<file path="config.mk">
export PLATFORM = sky130hd
export DESIGN_NAME = fenced_code_block_detector
export DESIGN_NICKNAME = d
export VERILOG_FILES = /design/src/sv/fcbd_pkg.sv /design/src/sv/fcbd_class.sv /design/src/sv/fcbd_fsm.sv /design/src/sv/fenced_code_block_detector.sv
export SDC_FILE = /design/constraint.sdc
export NUM_CORES = 1
export LEC_CHECK = 0
export BUFFER_PORTS_ARGS = -buffer_cell sky130_fd_sc_hd__buf_2
export CAP_MARGIN = 20
export CORE_MARGIN = 4
export CORE_UTILIZATION = 35
export CTS_CLUSTER_DIAMETER = 30
export DETAILED_ROUTE_END_ITERATION = 16
export GPL_TIMING_DRIVEN = 0
export PLACE_DENSITY = 0.63
export SYNTH_ARGS = -nofsm -noshare
export SYNTH_HDL_FRONTEND = slang
export SYNTH_HIERARCHICAL = 1
export SYNTH_SLANG_ARGS = --single-unit
</file>
<file path="constraint.sdc">
create_clock -name clk -period 3.1 [get_ports clk]
set_input_delay 0.31 -clock clk [delete_from_list [all_inputs] [get_ports clk]]
set_output_delay 0.31 -clock clk [all_outputs]
set_load 0.02 [all_outputs]
</file>
<file path="src/sv/fcbd_pkg.sv">
// ----------------------------------------------------------------------------
// fcbd_pkg
// Character classes and constants shared by the fenced code block detector.
// ----------------------------------------------------------------------------
package fcbd_pkg;

	localparam logic [15:0] CH_TICK  = 16'h0060;
	localparam logic [15:0] CH_SPACE = 16'h0020;
	localparam logic [15:0] CH_TAB   = 16'h0009;
	localparam logic [15:0] CH_CR    = 16'h000D;
	localparam logic [15:0] CH_LF    = 16'h000A;

	localparam logic [1:0] INDENT_LIMIT = 2'd3;
	localparam int unsigned MIN_FENCE   = 3;

	typedef struct packed {
		logic tick;
		logic space;
		logic tab;
		logic cr;
		logic lf;
	} char_class_t;

	typedef struct packed {
		logic       keep_char;
		logic [1:0] block_state;
	} fcbd_result_t;

endpackage

</file>
<file path="src/sv/fcbd_class.sv">
// ----------------------------------------------------------------------------
// fcbd_class
// Decodes a UTF-16 code unit into the character classes the detector uses.
// ----------------------------------------------------------------------------
module fcbd_class (
	input  logic [15:0]          char_code,
	output fcbd_pkg::char_class_t cls
);
	import fcbd_pkg::*;

	always_comb begin
		cls.tick  = (char_code == CH_TICK);
		cls.space = (char_code == CH_SPACE);
		cls.tab   = (char_code == CH_TAB);
		cls.cr    = (char_code == CH_CR);
		cls.lf    = (char_code == CH_LF);
	end

endmodule

</file>
<file path="src/sv/fcbd_fsm.sv">
// ----------------------------------------------------------------------------
// fcbd_fsm
// Fence tracking state and per-character next-state logic with result register.
// ----------------------------------------------------------------------------
module fcbd_fsm #(
	parameter int unsigned MAX_RUN = 255
) (
	input  logic                   clk,
	input  logic                   arst_n,
	input  logic                   step,
	input  fcbd_pkg::char_class_t  cls,
	input  logic                   sol,
	input  logic                   include_fences,
	output fcbd_pkg::fcbd_result_t result
);
	import fcbd_pkg::*;

	localparam int unsigned RUN_W = $clog2(MAX_RUN + 1);
	localparam logic [RUN_W-1:0] RUN_MAX = RUN_W'(MAX_RUN);
	localparam logic [RUN_W-1:0] RUN_MIN = RUN_W'(MIN_FENCE);
	localparam logic [RUN_W-1:0] RUN_ONE = RUN_W'(1);

	typedef enum logic [1:0] {
		ST_IDLE = 2'd0,
		ST_TRY  = 2'd1,
		ST_IN   = 2'd2
	} mode_t;

	mode_t            mode_q, mode_d;
	logic [1:0]       open_indent_q, open_indent_d;
	logic [RUN_W-1:0] open_run_q, open_run_d;
	logic [RUN_W-1:0] fence_len_q, fence_len_d;
	logic             on_open_q, on_open_d;
	logic             close_cand_q, close_cand_d;
	logic [1:0]       close_indent_q, close_indent_d;
	logic [RUN_W-1:0] close_run_q, close_run_d;
	logic             trail_only_q, trail_only_d;
	logic             keep_d;

	logic             cc, to;
	logic [1:0]       ci;
	logic [RUN_W-1:0] cr_run, sat_open, sat_close;

	fcbd_result_t result_s2;

	assign sat_open = (open_run_q < RUN_MAX) ? open_run_q + RUN_ONE : RUN_MAX;

	always_comb begin
		mode_d         = mode_q;
		open_indent_d  = open_indent_q;
		open_run_d     = open_run_q;
		fence_len_d    = fence_len_q;
		on_open_d      = on_open_q;
		close_cand_d   = close_cand_q;
		close_indent_d = close_indent_q;
		close_run_d    = close_run_q;
		trail_only_d   = trail_only_q;
		keep_d         = 1'b1;

		cc     = sol ? 1'b1 : close_cand_q;
		ci     = sol ? 2'd0 : close_indent_q;
		cr_run = sol ? '0 : close_run_q;
		to     = sol ? 1'b1 : trail_only_q;
		sat_close = (cr_run < RUN_MAX) ? cr_run + RUN_ONE : RUN_MAX;

		unique case (mode_q)
			ST_TRY: begin
				if (open_run_q == '0) begin
					if (cls.space && open_indent_q < INDENT_LIMIT) begin
						open_indent_d = open_indent_q + 2'd1;
						keep_d        = include_fences;
					end else if (cls.tick) begin
						open_run_d = RUN_ONE;
						keep_d     = include_fences;
					end else begin
						mode_d        = ST_IDLE;
						open_indent_d = 2'd0;
						open_run_d    = '0;
						fence_len_d   = '0;
						on_open_d     = 1'b0;
						close_cand_d  = 1'b0;
						close_indent_d = 2'd0;
						close_run_d   = '0;
						trail_only_d  = 1'b1;
					end
				end else if (cls.tick) begin
					open_run_d = sat_open;
					keep_d     = include_fences;
					if (sat_open >= RUN_MIN) begin
						fence_len_d  = sat_open;
						on_open_d    = 1'b1;
						close_cand_d = 1'b0;
						mode_d       = ST_IN;
					end
				end else begin
					mode_d        = ST_IDLE;
					open_indent_d = 2'd0;
					open_run_d    = '0;
					fence_len_d   = '0;
					on_open_d     = 1'b0;
					close_cand_d  = 1'b0;
					close_indent_d = 2'd0;
					close_run_d   = '0;
					trail_only_d  = 1'b1;
				end
			end
			ST_IN: begin
				if (on_open_q) begin
					keep_d = include_fences;
					if (cls.lf) begin
						on_open_d    = 1'b0;
						close_cand_d = 1'b0;
					end
				end else begin
					close_cand_d   = cc;
					close_indent_d = ci;
					close_run_d    = cr_run;
					trail_only_d   = to;
					if (!cc) begin
						keep_d = 1'b1;
					end else if (cls.lf) begin
						close_cand_d   = 1'b0;
						close_indent_d = 2'd0;
						close_run_d    = '0;
						trail_only_d   = 1'b1;
						if (cr_run >= fence_len_q && cr_run >= RUN_MIN && to) begin
							mode_d        = ST_IDLE;
							open_indent_d = 2'd0;
							open_run_d    = '0;
							fence_len_d   = '0;
							on_open_d     = 1'b0;
							keep_d        = include_fences;
						end
					end else if (cr_run == '0 && cls.space && ci < INDENT_LIMIT) begin
						close_indent_d = ci + 2'd1;
						keep_d         = include_fences;
					end else if (cls.tick) begin
						close_run_d = sat_close;
						keep_d      = include_fences;
					end else if (cr_run != '0 && (cls.space || cls.tab || cls.cr)) begin
						keep_d = include_fences;
					end else begin
						close_cand_d = 1'b0;
						trail_only_d = 1'b0;
					end
				end
			end
			default: begin
				if (sol && cls.space) begin
					open_indent_d = 2'd1;
					mode_d        = ST_TRY;
					keep_d        = include_fences;
				end else if (sol && cls.tick) begin
					open_run_d = RUN_ONE;
					mode_d     = ST_TRY;
					keep_d     = include_fences;
				end
			end
		endcase
	end

	always_ff @(posedge clk or negedge arst_n) begin
		if (!arst_n) begin
			mode_q         <= ST_IDLE;
			open_indent_q  <= 2'd0;
			open_run_q     <= '0;
			fence_len_q    <= '0;
			on_open_q      <= 1'b0;
			close_cand_q   <= 1'b0;
			close_indent_q <= 2'd0;
			close_run_q    <= '0;
			trail_only_q   <= 1'b1;
		end else if (step) begin
			mode_q         <= mode_d;
			open_indent_q  <= open_indent_d;
			open_run_q     <= open_run_d;
			fence_len_q    <= fence_len_d;
			on_open_q      <= on_open_d;
			close_cand_q   <= close_cand_d;
			close_indent_q <= close_indent_d;
			close_run_q    <= close_run_d;
			trail_only_q   <= trail_only_d;
		end
	end

	always_ff @(posedge clk) begin
		if (step) begin
			result_s2.keep_char   <= keep_d;
			result_s2.block_state <= mode_d;
		end
	end

	assign result = result_s2;

endmodule

</file>
<file path="src/sv/fenced_code_block_detector.sv">
// ----------------------------------------------------------------------------
// fenced_code_block_detector
// Tracks backtick fenced code blocks over a UTF-16 character stream.
// ----------------------------------------------------------------------------
//  channel  | dir | signals                        | content
//  ---------+-----+--------------------------------+---------------------------
//  s_*      | in  | s_tvalid s_tready s_tdata s_tuser | char_code, at_line_start
//  m_*      | out | m_tvalid m_tready m_tdata      | keep_char, block_state
//  cfg_*    | in  | cfg_we cfg_wdata               | include_fences
//
// One request per cycle sustained while m_tready is high; an accepted request
// passes the input register, then the state update into the result register.
// The state loop closes through the next-state logic.
// arst_n clears the state, the pipeline valids and include_fences.
// A stalled result holds in its register while one more request waits
// in the input register.
module fenced_code_block_detector #(
	parameter int unsigned MAX_RUN = 255
) (
	input  logic        clk,
	input  logic        arst_n,
	input  logic        s_tvalid,
	output logic        s_tready,
	input  logic [15:0] s_tdata,   // [15:0] char_code
	input  logic        s_tuser,   // [0] at_line_start
	output logic        m_tvalid,
	input  logic        m_tready,
	output logic [7:0]  m_tdata,   // [0] keep_char, [2:1] block_state, [7:3] zero
	input  logic        cfg_we,
	input  logic        cfg_wdata
);
	import fcbd_pkg::*;

	char_class_t  cls_in, cls_s1;
	logic         sol_s1;
	logic         v_s1, v_s2;
	logic         step;
	logic         include_fences_q;
	fcbd_result_t result;

	fcbd_class u_class (
		.char_code (s_tdata),
		.cls       (cls_in)
	);

	assign step     = v_s1 && (!v_s2 || m_tready);
	assign s_tready = !v_s1 || step;

	always_ff @(posedge clk or negedge arst_n) begin
		if (!arst_n) begin
			v_s1             <= 1'b0;
			v_s2             <= 1'b0;
			include_fences_q <= 1'b0;
		end else begin
			if (s_tvalid && s_tready)
				v_s1 <= 1'b1;
			else if (step)
				v_s1 <= 1'b0;
			if (step)
				v_s2 <= 1'b1;
			else if (m_tready)
				v_s2 <= 1'b0;
			if (cfg_we)
				include_fences_q <= cfg_wdata;
		end
	end

	always_ff @(posedge clk) begin
		if (s_tvalid && s_tready) begin
			cls_s1 <= cls_in;
			sol_s1 <= s_tuser;
		end
	end

	fcbd_fsm #(
		.MAX_RUN (MAX_RUN)
	) u_fsm (
		.clk            (clk),
		.arst_n         (arst_n),
		.step           (step),
		.cls            (cls_s1),
		.sol            (sol_s1),
		.include_fences (include_fences_q),
		.result         (result)
	);

	assign m_tvalid = v_s2;
	assign m_tdata  = {5'd0, result.block_state, result.keep_char};

endmodule

</file>
==> metrics, run 1 <==
CTS clk-pin slew, worst paths=approximately 0.090 ns; pre-CTS setup slack=-0.519 ns; Initial Util=36.8%; leading area contributor after synthesis=dfrtp_1; crit path launch type=register; Root Buffer=clkbuf_8; via/cell ratio=5.46; drt pass-1 iters=6; register area share after synthesis=roughly 38%; #FFs+latches synth=between 40 and 50; Worst IR Drop VDD=0.000344 V; clk_lat worst skew=0.30 ns; Rel. slew slack=43.6%; min Tclk post-route=roughly 2.9 ns; vias in the first global route=between 2000 and 3000; final hold vios=0; CP Class=reg2reg; Synth Flop Type=dfrtp_1; final setup violation count=0; post-synth cell types=69; fraction of registers with async set/reset=~80%; DR vias=~2600; share of cells above drive strength 1=around 18%; Combinational Power Share=44.7%; WL met1=between 3000 and 4000 um; placed cell count=between 400 and 500; Top Layer Used=met4; # rows=33; DRC Markers=0; hold slack=0.109 ns; hold buffer count at CTS=0; first-pass GRT wire length=12100 um; Synth top area share=28.4%; clock buffer depth=2; global route overflow=0; final core utilization=41.7%; Antenna Cells=0; Required @ worst endpoint=around 3.3 ns; top cells by area, synth=dfrtp_1 (28%), edfxtp_1 (8.8%), ha_1 (6.1%), nand2_1 (3.8%), nor2_1 (3.6%); Tcrit/Tclk final=92.5%; Fmax=roughly 0.35 GHz; detailed-routed wire length on met3=between 300 and 400 um; CTS tree=yes; Critical Path AT=~3.0 ns; MaxCap Viol Count=0; DR WL/cell=14.6 um; Layout Skew=roughly 0.0065 ns; Post-DP HPWL=about 5500 um; Flop pwr share=37.7%; Final Worst Setup Slack=between 0.2 and 0.25 ns; crit end category=register; pin count of the biggest net entering global routing=37; GRT Util Overall=roughly 14%; Mapped Cells=about 340; clock sink count=45; Port Buffers=27; Routability Congestion=about 0.9; WL final=about 7100 um; nets=about 420; Post-synth EDFFs=9; initial antenna violation count=0; RSZ-0062 raised after global routing=no; I/O pin total=33; Worst Path Max Fanout=5; commonest cells in the synthesized netlist=dfrtp_1 (35), nand2_1 (31), nor2_1 (30); die footprint=slightly above 10000 sq um; Core Footprint=between 8000 and 9000 sq um; P_int=between 1000 and 1500 uW; pwr dens=roughly 630 nW/um^2; status=completed; Fin Setup TNS=0 ns; number of routed nets with antenna violations=0; WL met2=roughly 3200 um; initial DRC count=~140; worst slew pin tran=0.846 ns; H-tree depth=2; YS warnings=6; Inserted Clock Buffers=5; leak pwr=approximately 0.0015 uW; Sw Ratio=41.0%; Die H=102 um; Pins Over Slew Limit=0; Avg Inst Size Synth=a little over 9 sq um; Hold Crit Class=in2async; cell with the most instances after synthesis=dfrtp_1; Psw=896 uW; Netlist Area Pre-Place=around 3000 sq um; Chip Width=102 um; post-route insts no fill=approximately 490; P&R area growth vs syn=13.1%; Clock Power Share=~18%
registers in the layout, indices dropped and copies added (netlist names):
signal	cells
u_fsm/open_run_q	8
sol_s1	1
u_fsm/open_indent_q	2
u_fsm/close_indent_q	2
include_fences_q	1
cls_s1	5
v_s1	1
u_fsm/mode_q	2
u_fsm/close_cand_q	1
u_fsm/fence_len_q	8
u_fsm/close_run_q	8
u_fsm/trail_only_q	1
u_fsm/result	3
m_tvalid	1
u_fsm/on_open_q	1
cells in the final DEF, fill, tap and decap left out, types with 4 or more instances in the layout:
cell	synthesis	layout
clkbuf_8	0	6
clkbuf_1	6	5
nand3_1	9	9
nand4_1	4	4
nand2b_1	11	11
o31ai_1	6	6
edfxtp_1	9	9
nand2_1	31	31
nor2_1	30	30
nor2b_1	13	12
a22o_1	7	7
dfrtp_1	35	35
buf_4	6	10
conb_1	1	5
a31oi_1	8	8
nand3b_1	4	4
o21ai_0	15	15
a21oi_1	18	18
ha_1	15	15
mux2i_1	5	5
and2_1	4	4
o2bb2ai_1	4	4
buf_2	1	28
inv_1	20	20
final cells by class:
cell class / instances / area, sq um
multi-input combinational: 263 / 1770
clock inverter: 1 / 7.51
tap: 105 / 131
buffer: 13 / 81.3
clock buffer: 7 / 86.3
inverter: 20 / 75.1
sequential: 45 / 1170
fill: 842 / 4890
timing repair buffer: 31 / 165
final timing paths:
check | startpoint | endpoint | slack [ns] | cells past startpoint
min in group clk | s_tuser | sol_s1$_DFFE_PP_ | 0.19 | 1
worst min register to register | u_fsm/close_indent_q[0]$_DFFE_PN0P_ | u_fsm/close_indent_q[0]$_DFFE_PN0P_ | 0.49 | 1
max in group asynchronous | arst_n | u_fsm/close_run_q[4]$_DFFE_PN0P_ | 2.46 | 1
worst min-delay path | arst_n | u_fsm/open_indent_q[1]$_DFFE_PN0P_ | 0.11 | 1
worst max register to register | sol_s1$_DFFE_PP_ | u_fsm/result[1]$_DFFE_PP_ | 0.23 | 10
worst max-delay path | sol_s1$_DFFE_PP_ | u_fsm/result[1]$_DFFE_PP_ | 0.23 | 10
through the flow:
stage               cell area (sq um)  power (uW)
floorplan                        3100        1530
global placement                 3370        1770
detailed placement               3370        1790
CTS                              3470        2180
global route                     3490        2370
finish                           3490        2190
what timing repair did:
| item | 4_1_cts | 5_1_grt |
|---|---|---|
| endpoints found under the setup margin | 24 | 8 |
| resized for setup | 1 | 1 |
| setup buffers | 2 | 2 |
| gates cloned | 0 | 0 |
| pin swaps | 0 | 1 |
power by group through the flow:
stage | Sequential, uW | Clock, uW | Combinational (uW)
after floorplan | 828 | 0 | 704
after global routing | 840 | 422 | 1110
final | 824 | 385 | 976
after CTS | 824 | 395 | 961
after global placement | 836 | 0 | 933
after detailed placement | 836 | 0 | 953
layer usage:
metal,GRT usage [%],vias up
met4,4.34,0
met5,0,-
met2,23.0,71
met1,20.1,1249
met3,2.32,8
li1,-,1319
logic make-up after synthesis:
group / share of synthesized area (%)
and+or+nand+nor: 26.5
AOI/OAI and AO/OA: 20.5
DFF: 38.0
buffers and inverters: 5.15
adders and majority gates: 6.08
xor gates and xnor gates: 1.70
muxes: 1.99
other: 0.121
critical path, stage by stage, from the launching register on:
cell	delay, ns
edfxtp_1	0.40
buf_4	0.16
nand2b_1	0.18
ha_1	0.29
nand2b_1	0.14
a221o_1	0.28
a221oi_1	0.42
o211ai_2	0.23
nor2b_1	0.23
a211o_1	0.32
o21ai_1	0.09
(Power assumes the default switching activity.)
==> inputs of run 2 (changes only) <==
- RECOVER_POWER: unset -> 25
==> metrics, run 2 (synthesized netlist as in run 1, its figures left out) <==
Inserted Clock Buffers=5 (unchanged); crit path cell chain=buf_4, nand2b_1, ha_1, nand2b_1, a221o_1, a221oi_1, o211ai_2, nor2b_1, a211o_1, o21ai_1; Worst IR Drop VDD=0.000344 V (about the same); Initial Util=36.8% (unchanged); initial DRC count=119 (-14%); share of cells above drive strength 1=17.6% (-0.26 points); drt pass-1 iters=4 (-2); Routability Congestion=0.904 (unchanged); dpl cell area=3370 sq um (unchanged); clk_lat worst skew=0.30 ns (about the same); commonest non-fill, non-tap cell in the layout=dfrtp_1; pin count of the biggest net entering global routing=37 (unchanged); status=complete, but fails checks; number of routed nets with antenna violations=0 (unchanged); Top Registers=u_fsm/close_run_q x8, u_fsm/fence_len_q x8, u_fsm/open_run_q x8; worst slew pin tran=2.03 ns (+1.19 ns); Required @ worst endpoint=3.25 ns (about the same); crit path launch type=register; Core Footprint=8380 sq um (unchanged); Tcrit/Tclk final=92.4% (about the same); DR vias=2645 (-0.076%); most frequent cells in the layout=dfrtp_1 (35), nand2_1 (31), nor2_1 (30), buf_2 (27), inv_1 (20); H-tree depth=2 (unchanged); initial antenna violation count=0 (unchanged); Worst path max stage delay=0.42 ns (about the same); Chip Width=102 um (unchanged); via/cell ratio=5.45 (about the same); Fmax=0.349 GHz (about the same); leak pwr=0.00146 uW (-0.63%); Worst Path Max Fanout=5 (unchanged); global route overflow=0 (unchanged); CP Class=reg2reg; most frequent cell on the critical path=nand2b_1; pwr dens=627 nW/um^2 (+0.20%); Layout Skew=0.00743 ns (+0.000928 ns); clock sink count=45 (unchanged); final setup violation count=0 (unchanged); worst path bufs/invs=1 (unchanged); GRT Util Overall=14.4% (unchanged); Pins Over Slew Limit=37 (+37); hold buffer count at CTS=0 (unchanged); first-pass GRT wire length=12100 um (unchanged); Crit-path slowest cell=a221oi_1; MaxCap Viol Count=1 (+1); Post-DP HPWL=5500 um (unchanged); failing checks=capacitance limit, slew limit; Hold Crit Class=in2reg; Antenna Cells=0 (unchanged); Root Buffer=clkbuf_8; min Tclk post-route=2.87 ns (-0.00153 ns); CTS tree=yes; Port Buffers=27 (unchanged); I/O pin total=33 (unchanged); clock buffer depth=2 (unchanged); post-route cell area=3480 sq um (-0.29%); final core utilization=41.5% (-0.12 points); nets=417 (unchanged); Critical Path AT=3.02 ns (about the same); RSZ-0062 raised after global routing=no; DR WL/cell=14.6 um (+0.11%); Die H=102 um (unchanged); CTS clk-pin slew, worst paths=0.09 ns (about the same); crit end category=register; # rows=33 (unchanged); die footprint=10400 sq um (unchanged); final hold vios=0 (unchanged); DRC Markers=0 (unchanged); Rel. slew slack=-35.6% (-79 points); WL final=7090 um (+0.11%); crit-path leading delay family=compound AO/OA/AOI/OAI gates; P&R area growth vs syn=12.8%; vias in the first global route=2566 (unchanged)
run 2: cell count changes in the layout (fill, tap and decap cells not counted), sizes merged:
cell    previous run  this run
buf               39        38
clkbuf            12        13
run 2: area by class of cell:
| class | instances | area [sq um] |
|---|---|---|
| plain buffers | 13 | 81.3 |
| flip-flops and latches | 45 | 1170 |
| clock inverters | 1 | 7.51 |
| well taps | 105 | 131 |
| inverters | 20 | 75.1 |
| multi-input cells | 263 | 1760 |
| repair buffers | 31 | 164 |
| clock buffers | 7 | 86.3 |
| fillers | 844 | 4900 |
run 2: timing repair:
item                       in CTS  in global routing
resized for setup               1                  1
setup endpoints to repair      24                  8
pin swaps                       0                  1
buffers inserted                2                  2
run 2: layer usage:
layer	vias up	GRT usage, %	share of wire, %
li1	1319	-	-
met2	69	23.0	44
met5	-	0	0
met4	0	4.34	1.5
met1	1249	20.1	49
met3	8	2.32	5.1
run 2: worst paths after layout:
path / start / endpoint / slack, ns / depth (start not counted)
worst max-delay path: sol_s1$_DFFE_PP_ / u_fsm/result[1]$_DFFE_PP_ / 0.23 / 10
max in group asynchronous: arst_n / u_fsm/close_run_q[4]$_DFFE_PN0P_ / 1.35 / 1
worst max register to register: sol_s1$_DFFE_PP_ / u_fsm/result[1]$_DFFE_PP_ / 0.23 / 10
min in group asynchronous: arst_n / u_fsm/open_indent_q[1]$_DFFE_PN0P_ / 0.58 / 1
worst min-delay path: s_tuser / sol_s1$_DFFE_PP_ / 0.19 / 1
worst min register to register: u_fsm/close_indent_q[0]$_DFFE_PN0P_ / u_fsm/close_indent_q[0]$_DFFE_PN0P_ / 0.49 / 1
run 2: stage by stage:
stage | instances | power, uW | hold WS (ns) | setup TNS [ns] | setup WS (ns)
6_report | 485 | 2180 | 0.190 | 0 | 0.234
5_1_grt | 485 | 2370 | 0.177 | 0 | 0.0380
4_1_cts | 483 | 2180 | 0.145 | 0 | 0.121
3_5_place_dp | 474 | 1790 | 0.474 | -8.21 | -0.519
3_3_place_gp | 474 | 1770 | 0.464 | -6.00 | -0.408
2_1_floorplan | 342 | 1530 | 0.0144 | 0 | 0.253
run 2: power breakdown:
| group | internal (uW) | total, uW | switching (uW) |
|---|---|---|---|
| Combinational | 387 | 976 | 588 |
| Sequential | 720 | 823 | 104 |
| Clock | 181 | 384 | 203 |
| Total | 1290 | 2180 | 895 |
